### config.mk
export PLATFORM = sky130hd
export DESIGN_NAME = matrix_vector_multiply
export DESIGN_NICKNAME = d
export VERILOG_FILES = /design/src/hw/rtl/mvm_pkg.sv /design/src/hw/rtl/mvm_front.sv /design/src/hw/rtl/mvm_queue.sv /design/src/hw/rtl/mvm_back.sv /design/src/hw/rtl/matrix_vector_multiply.sv
export SDC_FILE = /design/constraint.sdc
export NUM_CORES = 2
export LEC_CHECK = 0
export BUFFER_PORTS_ARGS = -buffer_cell sky130_fd_sc_hd__clkbuf_2
export CAP_MARGIN = 20
export CORE_AREA = 4 4 359 291
export CTS_CLUSTER_SIZE = 10
export DETAILED_ROUTE_END_ITERATION = 16
export DIE_AREA = 0 0 363 295
export GPL_TIMING_DRIVEN = 0
export PLACE_DENSITY = 0.82
export RECOVER_POWER = 100
export SLEW_MARGIN = 20
export SYNTH_ARGS = -nofsm -noshare
export SYNTH_HDL_FRONTEND = slang
export SYNTH_SLANG_ARGS = --single-unit
### constraint.sdc
create_clock -name clk_i -period 17.05 [get_ports clk_i]
set_clock_uncertainty 0.05 [all_clocks]
set_input_delay 1.705 -clock clk_i [delete_from_list [all_inputs] [get_ports clk_i]]
set_output_delay 1.705 -clock clk_i [all_outputs]
set_load 0.005 [all_outputs]
### src/hw/rtl/mvm_pkg.sv
// ----------------------------------------------------------------------------
// mvm_pkg
// Shared types and constants for the matrix-vector multiply block.
// ----------------------------------------------------------------------------
package mvm_pkg;

  localparam int unsigned MaxColumns = 64;
  localparam int unsigned MaxRows    = 64;
  localparam int unsigned ColIdxW    = $clog2(MaxColumns);
  localparam int unsigned RowIdxW    = $clog2(MaxRows);
  localparam int unsigned CountW     = 7;
  localparam int unsigned ElemW      = 16;
  localparam int unsigned ProdW      = 2 * ElemW;
  localparam int unsigned AccW       = 38;
  localparam int unsigned ResultW    = 32;
  localparam int unsigned OutRowW    = 6;

  localparam int unsigned QueueDepth = 4;
  localparam int unsigned QueuePtrW  = $clog2(QueueDepth);

  typedef enum logic [0:0] {
    KindVector = 1'b0,
    KindMatrix = 1'b1
  } kind_e;

  typedef enum logic [0:0] {
    RegColumns = 1'b0,
    RegRows    = 1'b1
  } cfg_reg_e;

  // one matrix element on its way from front to back
  typedef struct packed {
    logic signed [ElemW-1:0] element;
    logic signed [ElemW-1:0] stored;
    logic                    row_end;
    logic [OutRowW-1:0]      row_idx;
    logic                    last;
  } work_t;

endpackage

### src/hw/rtl/mvm_front.sv
// ----------------------------------------------------------------------------
// mvm_front
// Accepts items, keeps the vector store and the load, column and row
// positions, and hands matrix elements with their vector operand onward.
// ----------------------------------------------------------------------------
module mvm_front import mvm_pkg::*; (
  input  logic                     clk_i,
  input  logic                     rst_ni,
  input  logic                     cfg_valid_i,
  output logic                     cfg_ready_o,
  input  logic [0:0]               cfg_index_i,
  input  logic [CountW-1:0]        cfg_data_i,
  input  logic                     push_i,
  output logic                     full_o,
  input  logic [0:0]               kind_i,
  input  logic signed [ElemW-1:0]  element_value_i,
  output logic                     work_valid_o,
  input  logic                     work_full_i,
  output work_t                    work_o
);

  logic [CountW-1:0]        cols_cfg_q, rows_cfg_q;
  logic [CountW-1:0]        cols, rows;
  logic [ColIdxW-1:0]       load_q, load_d;
  logic [ColIdxW-1:0]       col_q, col_d;
  logic [RowIdxW-1:0]       row_q, row_d;
  logic [CountW-1:0]        load_nxt, col_nxt, row_nxt;
  logic                     accept, is_matrix, stage_ready;
  logic                     stage_valid_q, stage_valid_d;
  logic signed [ElemW-1:0]  elem_q;
  logic                     row_end_q, last_q;
  logic [OutRowW-1:0]       row_idx_q;
  logic [ElemW-1:0]         store_mem [MaxColumns];
  logic [ElemW-1:0]         rd_q;

  assign cfg_ready_o = 1'b1;

  always_comb begin
    cols = cols_cfg_q;
    if (cols_cfg_q == '0) cols = CountW'(1);
    else if (cols_cfg_q > CountW'(MaxColumns)) cols = CountW'(MaxColumns);
    rows = rows_cfg_q;
    if (rows_cfg_q == '0) rows = CountW'(1);
    else if (rows_cfg_q > CountW'(MaxRows)) rows = CountW'(MaxRows);
  end

  always_ff @(posedge clk_i or negedge rst_ni) begin
    if (!rst_ni) begin
      cols_cfg_q <= CountW'(MaxColumns);
      rows_cfg_q <= CountW'(MaxRows);
    end else if (cfg_valid_i) begin
      unique case (cfg_reg_e'(cfg_index_i))
        RegColumns: cols_cfg_q <= cfg_data_i;
        RegRows:    rows_cfg_q <= cfg_data_i;
        default: ;
      endcase
    end
  end

  assign stage_ready = !stage_valid_q || !work_full_i;
  assign full_o      = !stage_ready;
  assign accept      = push_i && stage_ready;
  assign is_matrix   = (kind_e'(kind_i) == KindMatrix);

  assign load_nxt = {1'b0, load_q} + CountW'(1);
  assign col_nxt  = {1'b0, col_q} + CountW'(1);
  assign row_nxt  = {1'b0, row_q} + CountW'(1);

  always_comb begin
    load_d = load_q;
    col_d  = col_q;
    row_d  = row_q;
    if (accept && !is_matrix) begin
      load_d = (load_nxt >= cols) ? '0 : load_nxt[ColIdxW-1:0];
    end
    if (accept && is_matrix) begin
      if (col_nxt >= cols) begin
        col_d = '0;
        row_d = (row_nxt >= rows) ? '0 : row_nxt[RowIdxW-1:0];
      end else begin
        col_d = col_nxt[ColIdxW-1:0];
      end
    end
  end

  always_comb begin
    stage_valid_d = stage_valid_q;
    if (stage_valid_q && !work_full_i) stage_valid_d = 1'b0;
    if (accept && is_matrix) stage_valid_d = 1'b1;
  end

  always_ff @(posedge clk_i or negedge rst_ni) begin
    if (!rst_ni) begin
      load_q        <= '0;
      col_q         <= '0;
      row_q         <= '0;
      stage_valid_q <= 1'b0;
    end else begin
      load_q        <= load_d;
      col_q         <= col_d;
      row_q         <= row_d;
      stage_valid_q <= stage_valid_d;
    end
  end

  // vector store: loads write, matrix elements read
  always_ff @(posedge clk_i) begin
    if (accept && !is_matrix) store_mem[load_q] <= element_value_i;
    if (accept && is_matrix) rd_q <= store_mem[col_q];
  end

  always_ff @(posedge clk_i) begin
    if (accept && is_matrix) begin
      elem_q    <= element_value_i;
      row_end_q <= (col_nxt >= cols);
      row_idx_q <= OutRowW'(row_q);
      last_q    <= (row_nxt >= rows);
    end
  end

  assign work_valid_o   = stage_valid_q;
  assign work_o.element = elem_q;
  assign work_o.stored  = rd_q;
  assign work_o.row_end = row_end_q;
  assign work_o.row_idx = row_idx_q;
  assign work_o.last    = last_q;

endmodule

### src/hw/rtl/mvm_queue.sv
// ----------------------------------------------------------------------------
// mvm_queue
// Short queue of matrix elements between the front and the back.
// ----------------------------------------------------------------------------
module mvm_queue import mvm_pkg::*; (
  input  logic  clk_i,
  input  logic  rst_ni,
  input  logic  push_i,
  input  work_t data_i,
  output logic  full_o,
  input  logic  pop_i,
  output logic  valid_o,
  output work_t data_o
);

  work_t                entries_q [QueueDepth];
  logic [QueuePtrW-1:0] wr_q, rd_q;
  logic [QueuePtrW:0]   cnt_q;
  logic                 do_push, do_pop;

  assign full_o  = (cnt_q == (QueuePtrW+1)'(QueueDepth));
  assign valid_o = (cnt_q != '0);
  assign do_push = push_i && !full_o;
  assign do_pop  = pop_i && valid_o;
  assign data_o  = entries_q[rd_q];

  always_ff @(posedge clk_i) begin
    if (do_push) entries_q[wr_q] <= data_i;
  end

  always_ff @(posedge clk_i or negedge rst_ni) begin
    if (!rst_ni) begin
      wr_q  <= '0;
      rd_q  <= '0;
      cnt_q <= '0;
    end else begin
      if (do_push) wr_q <= wr_q + QueuePtrW'(1);
      if (do_pop) rd_q <= rd_q + QueuePtrW'(1);
      if (do_push && !do_pop) cnt_q <= cnt_q + (QueuePtrW+1)'(1);
      else if (!do_push && do_pop) cnt_q <= cnt_q - (QueuePtrW+1)'(1);
    end
  end

endmodule

### src/hw/rtl/mvm_back.sv
// ----------------------------------------------------------------------------
// mvm_back
// Multiply-accumulate pipeline with saturation and a two-entry result queue.
// ----------------------------------------------------------------------------
module mvm_back import mvm_pkg::*; (
  input  logic                      clk_i,
  input  logic                      rst_ni,
  input  logic                      work_valid_i,
  input  work_t                     work_i,
  output logic                      work_pop_o,
  output logic                      empty_o,
  input  logic                      pop_i,
  output logic signed [ResultW-1:0] row_result_o,
  output logic [OutRowW-1:0]        row_index_o,
  output logic                      saturated_o,
  output logic                      last_row_o
);

  logic                      prod_valid_q;
  logic signed [ProdW-1:0]   prod_q;
  logic                      row_end_q, last_q;
  logic [OutRowW-1:0]        row_idx_q;
  logic                      prod_ready, acc_fire;
  logic signed [AccW-1:0]    acc_q, sum;
  logic                      pos_ovf, neg_ovf;
  logic [ResultW-1:0]        res_val;

  logic [ResultW-1:0]        oq_val_q [2];
  logic [OutRowW-1:0]        oq_idx_q [2];
  logic                      oq_sat_q [2];
  logic                      oq_last_q [2];
  logic                      oq_wr_q, oq_rd_q;
  logic [1:0]                oq_cnt_q;
  logic                      oq_full, oq_push, oq_pop;

  assign oq_full    = (oq_cnt_q == 2'd2);
  assign acc_fire   = prod_valid_q && (!row_end_q || !oq_full);
  assign prod_ready = !prod_valid_q || acc_fire;
  assign work_pop_o = work_valid_i && prod_ready;

  always_ff @(posedge clk_i or negedge rst_ni) begin
    if (!rst_ni) begin
      prod_valid_q <= 1'b0;
    end else if (prod_ready) begin
      prod_valid_q <= work_valid_i;
    end
  end

  always_ff @(posedge clk_i) begin
    if (work_pop_o) begin
      prod_q    <= ProdW'(work_i.element) * ProdW'(work_i.stored);
      row_end_q <= work_i.row_end;
      row_idx_q <= work_i.row_idx;
      last_q    <= work_i.last;
    end
  end

  assign sum     = acc_q + {{(AccW-ProdW){prod_q[ProdW-1]}}, prod_q};
  assign pos_ovf = !sum[AccW-1] && (|sum[AccW-2:ResultW-1]);
  assign neg_ovf = sum[AccW-1] && !(&sum[AccW-2:ResultW-1]);

  always_comb begin
    res_val = sum[ResultW-1:0];
    if (pos_ovf) res_val = {1'b0, {(ResultW-1){1'b1}}};
    if (neg_ovf) res_val = {1'b1, {(ResultW-1){1'b0}}};
  end

  always_ff @(posedge clk_i or negedge rst_ni) begin
    if (!rst_ni) begin
      acc_q <= '0;
    end else if (acc_fire) begin
      acc_q <= row_end_q ? '0 : sum;
    end
  end

  // result queue
  assign oq_push = acc_fire && row_end_q;
  assign oq_pop  = pop_i && !empty_o;
  assign empty_o = (oq_cnt_q == 2'd0);

  always_ff @(posedge clk_i) begin
    if (oq_push) begin
      oq_val_q[oq_wr_q]  <= res_val;
      oq_idx_q[oq_wr_q]  <= row_idx_q;
      oq_sat_q[oq_wr_q]  <= pos_ovf || neg_ovf;
      oq_last_q[oq_wr_q] <= last_q;
    end
  end

  always_ff @(posedge clk_i or negedge rst_ni) begin
    if (!rst_ni) begin
      oq_wr_q  <= 1'b0;
      oq_rd_q  <= 1'b0;
      oq_cnt_q <= 2'd0;
    end else begin
      if (oq_push) oq_wr_q <= !oq_wr_q;
      if (oq_pop) oq_rd_q <= !oq_rd_q;
      if (oq_push && !oq_pop) oq_cnt_q <= oq_cnt_q + 2'd1;
      else if (!oq_push && oq_pop) oq_cnt_q <= oq_cnt_q - 2'd1;
    end
  end

  assign row_result_o = oq_val_q[oq_rd_q];
  assign row_index_o  = oq_idx_q[oq_rd_q];
  assign saturated_o  = oq_sat_q[oq_rd_q];
  assign last_row_o   = oq_last_q[oq_rd_q];

endmodule

### src/hw/rtl/matrix_vector_multiply.sv
// Matrix-vector multiply in signed Q8.8 with Q16.16 saturated row results.
// Takes one item per cycle while full_o is low, vector loads and matrix
// elements alike, and produces one multiply-accumulate per cycle unless the
// result queue is full at a row's end; a row's last element passes through
// the front stage, the element queue and the product register, after which
// the 38-bit accumulate and saturation write the result queue.
// Configuration is written through the cfg channel, which is always
// ready: index 0 sets the column count, index 1 the row count.
// ----------------------------------------------------------------------------
// matrix_vector_multiply
// Top level: front with vector store, element queue, and MAC back end.
// ----------------------------------------------------------------------------
module matrix_vector_multiply import mvm_pkg::*; (
  input  logic                      clk_i,
  input  logic                      rst_ni,
  input  logic                      cfg_valid_i,
  output logic                      cfg_ready_o,
  input  logic [0:0]                cfg_index_i,
  input  logic [CountW-1:0]         cfg_data_i,
  input  logic                      push_i,
  output logic                      full_o,
  input  logic [0:0]                kind_i,
  input  logic signed [ElemW-1:0]   element_value_i,
  output logic                      empty_o,
  input  logic                      pop_i,
  output logic signed [ResultW-1:0] row_result_o,
  output logic [OutRowW-1:0]        row_index_o,
  output logic                      saturated_o,
  output logic                      last_row_o
);

  logic  fw_valid, q_full, q_valid, q_pop;
  work_t fw_data, q_data;

  mvm_front u_front (
    .clk_i           (clk_i),
    .rst_ni          (rst_ni),
    .cfg_valid_i     (cfg_valid_i),
    .cfg_ready_o     (cfg_ready_o),
    .cfg_index_i     (cfg_index_i),
    .cfg_data_i      (cfg_data_i),
    .push_i          (push_i),
    .full_o          (full_o),
    .kind_i          (kind_i),
    .element_value_i (element_value_i),
    .work_valid_o    (fw_valid),
    .work_full_i     (q_full),
    .work_o          (fw_data)
  );

  mvm_queue u_queue (
    .clk_i   (clk_i),
    .rst_ni  (rst_ni),
    .push_i  (fw_valid),
    .data_i  (fw_data),
    .full_o  (q_full),
    .pop_i   (q_pop),
    .valid_o (q_valid),
    .data_o  (q_data)
  );

  mvm_back u_back (
    .clk_i        (clk_i),
    .rst_ni       (rst_ni),
    .work_valid_i (q_valid),
    .work_i       (q_data),
    .work_pop_o   (q_pop),
    .empty_o      (empty_o),
    .pop_i        (pop_i),
    .row_result_o (row_result_o),
    .row_index_o  (row_index_o),
    .saturated_o  (saturated_o),
    .last_row_o   (last_row_o)
  );

endmodule
==> impl_metrics.toml <==
[setup_path]
path_max_fanout = 10
worst_path_max_delay_cell = "clkbuf_1"
cp.required_ns = 17.51
r2r_slack_ns = 7.05
crit_type = "reg -> reg"
r2r_cells = 29
path_common_cell = "fa_1"
endpoint_kind = "flip-flop"
r2r_end = "u_back.prod_q[31]"
r2r-start = "u_queue.rd_q[0]"
slowest_delay_ns = 0.67
crit_arrival_ns = 10.46
critPathLaunchType = "flip-flop"

[synthesis]
syn-cell-area_um2 = 66120
avgSynthCellArea_um2 = 17.26
yosysUniqueCellTypes = 69
synthCells = 3830
synth_top_area_frac = 0.6104
synth_edf_count = 1344
async_reset_ff_frac = 0.05816
ys_seq_area_frac = 0.6419
synth_fp_nets = 4273
ys.flop_type = "edfxtp_1"
synth-warning-count = 0
ys_ff_latch = 1427
synth_largest_area_cell = "edfxtp_1"
ys_top_cells_by_area = "edfxtp_1 (61%), mux4_2 (12%), fa_1 (8.0%), dfrtp_1 (3.1%), ha_1 (2.8%)"

[place]
gp_congestion = 0.9418
dpl.hpwl_um = 108800
portBuffers = 71

[clock_network]
cts_root_buffer = "clkbuf_16"
htreeDepth = 4
cts_buffers = 162
post-cts-setup-buffers = 0
cts_hold_buffers = 0
clock-sinks = 1427
clk_pin_slew_ns = 0.05
cts_tree = "done"
cts_resized = 0
clk_latency_ns = 0.82
cts_buffer_depth = 3

[sta]
fin_worst_hold_slack_ns = 0.4006
worstMarginPinSlew_ns = 4.344
final-hold-violation-count = 0
slew_violations = 1512
fin_crit_sh = 0.5865
relSlewSlack = -1.896
setup_viol = 0
tns_ns = 0
fin_crit_ns = 9.999
fmax_mhz = 100.0
rsz0062_at_grt = "no"

[global_routing]
grt_overflow = 0
first_global_vias = 38250
grt_pass1_wl_um = 262900
grt_max_degree = 73
antenna_found_initial = 11
gr-usage-all-layers = 0.3426

[finish]
syn_to_final_growth_pct = 10.10
utilization = 0.7256
drive_above_1_share = 0.1588
fin_nets = 4566

[run_status]
violations = "capacitance limit, slew limit"
status = "complete, but fails checks"

[drt]
drtIter0Drc = 5836
wire_per_inst_um = 32.34
wl_um = 177800
antenna_left = 0
firstDrtPassIters = 6
vias_per_cell = 6.861
drc_errors = 0
vias = 37710

[run]
drv_cap = 43

[die]
core_area_um2 = 100300
io_pins = 73
fp.dieH_um = 295
row_count = 104
die_area_um2 = 107100
die_w_um = 363
initial_core_util = 0.6590

[worst_hold_path]
worstHoldStart = "u_back.row_idx_q[3]"
hold_path_depth = 0
hold_class = "reg -> reg"
holdPathEnd = "u_back.oq_idx_q[1][3]"
cells in the final DEF, fill, tap and decap left out, types with 17 or more instances in the layout:
cell       instances
ha_1             149
dfrtp_1           81
fa_1             264
edfxtp_1        1344
buf_1             17
xnor2_1           63
clkbuf_1         251
o21a_1            26
a21o_1            37
nor2_1           231
nand2_1          250
and2_1            20
mux4_2           350
o21ai_1           21
xor2_1            30
clkbuf_2          42
a21oi_1           98
o21ai_0           86
nand3_1           34
clkbuf_16        163
inv_1            311
mux2_2            71
mux2i_1           27
nand2b_1          31
worst max-delay path by stage:
stage / slack, ns / startpoint / endpoint / cells after the start
final: 7.05 / u_queue.rd_q[0] / u_back.prod_q[31] / 29
after floorplan: 9.31 / u_queue.rd_q[0] / u_back.prod_q[31] / 26
after CTS: 7.13 / u_queue.rd_q[0] / u_back.prod_q[31] / 29
after global routing: 6.57 / u_queue.rd_q[0] / u_back.prod_q[31] / 29
after global placement: 7.23 / u_queue.rd_q[0] / u_back.prod_q[31] / 29
after detailed placement: 7.15 / u_queue.rd_q[0] / u_back.prod_q[31] / 29
synth_stat cells (35+ instances only):
cell,number
nand2_1,250
ha_1,149
a21oi_1,68
a21o_1,37
mux4_2,350
dfrtp_1,81
clkbuf_1,118
mux2_2,80
nor2_1,231
o21ai_0,82
fa_1,264
buf_1,35
xnor2_1,63
edfxtp_1,1344
inv_1,311
layout make-up:
cell class,instances,area [µm²]
multi-input combinational,1930,21740
sequential,1427,42440
fill,5695,27530
antenna,3,7.507
timing repair buffer,129,533.0
buffer,161,645.6
inverter,312,1172
clock buffer,190,4190
clock inverter,19,406.6
tap,1325,1658
per-layer routing:
metal	track usage	routed length [µm]	up-vias
met2	0.5380	84440	3147
met3	0.07793	20930	639
met1	0.4615	61090	19010
li1	-	-	14900
met4	0.1769	11210	12
met5	0	80	-
critical path: cells and delay by family, from the launching register on:
family / cells / cell delay (ns)
flip-flops: 1 / 0.39
XOR/XNOR: 1 / 0.32
AND/OR/NAND/NOR: 4 / 0.99
AO/OA/AOI/OAI: 8 / 2.14
buffers and inverters: 8 / 2.24
multiplexers: 1 / 0.27
adder cells (fa/ha/maj): 7 / 3.32
kinds of logic (layout without fill, tap and decap cells):
kind of cell               Yosys count  in the layout  share of synthesized area
AOI/OAI and AO/OA                  327            327                    0.03160
xor gates and xnor gates            93             93                    0.01232
adders and majority gates          413            413                     0.1081
other                                1              4                 0.00005672
DFF                               1427           1427                     0.6419
buffers and inverters              473            811                    0.02742
and+or+nand+nor                    639            639                    0.04165
muxes                              457            457                     0.1369
metrics by stage:
step | setup slack [ns] | cells | area (µm²)
finish | 7.051 | 5496 | 72790
CTS | 7.130 | 5492 | 73830
floorplan | 9.309 | 3830 | 66120
global placement | 7.225 | 5226 | 68130
detailed placement | 7.146 | 5283 | 69240
global route | 6.571 | 5493 | 72790
registers in the layout, indices dropped and copies added (netlist names), 6 cells and up:
| register | cells |
|---|---|
| u_front.rows_cfg_q | 7 |
| u_back.oq_val_q | 64 |
| u_front.cols_cfg_q | 7 |
| u_back.acc_q | 38 |
| u_front.store_mem | 1024 |
| u_queue.entries_q | 160 |
| u_back.row_idx_q | 6 |
| u_back.prod_q | 32 |
| u_front.rd_q | 16 |
| u_front.load_q | 6 |
| u_front.row_q | 6 |
| u_back.oq_idx_q | 12 |
| u_front.row_idx_q | 6 |
| u_front.col_q | 6 |
| u_front.elem_q | 16 |
Power is left out: the tool's default activity adds up to more than one toggle a clock period on the data nets, which glitch-free logic cannot reach.
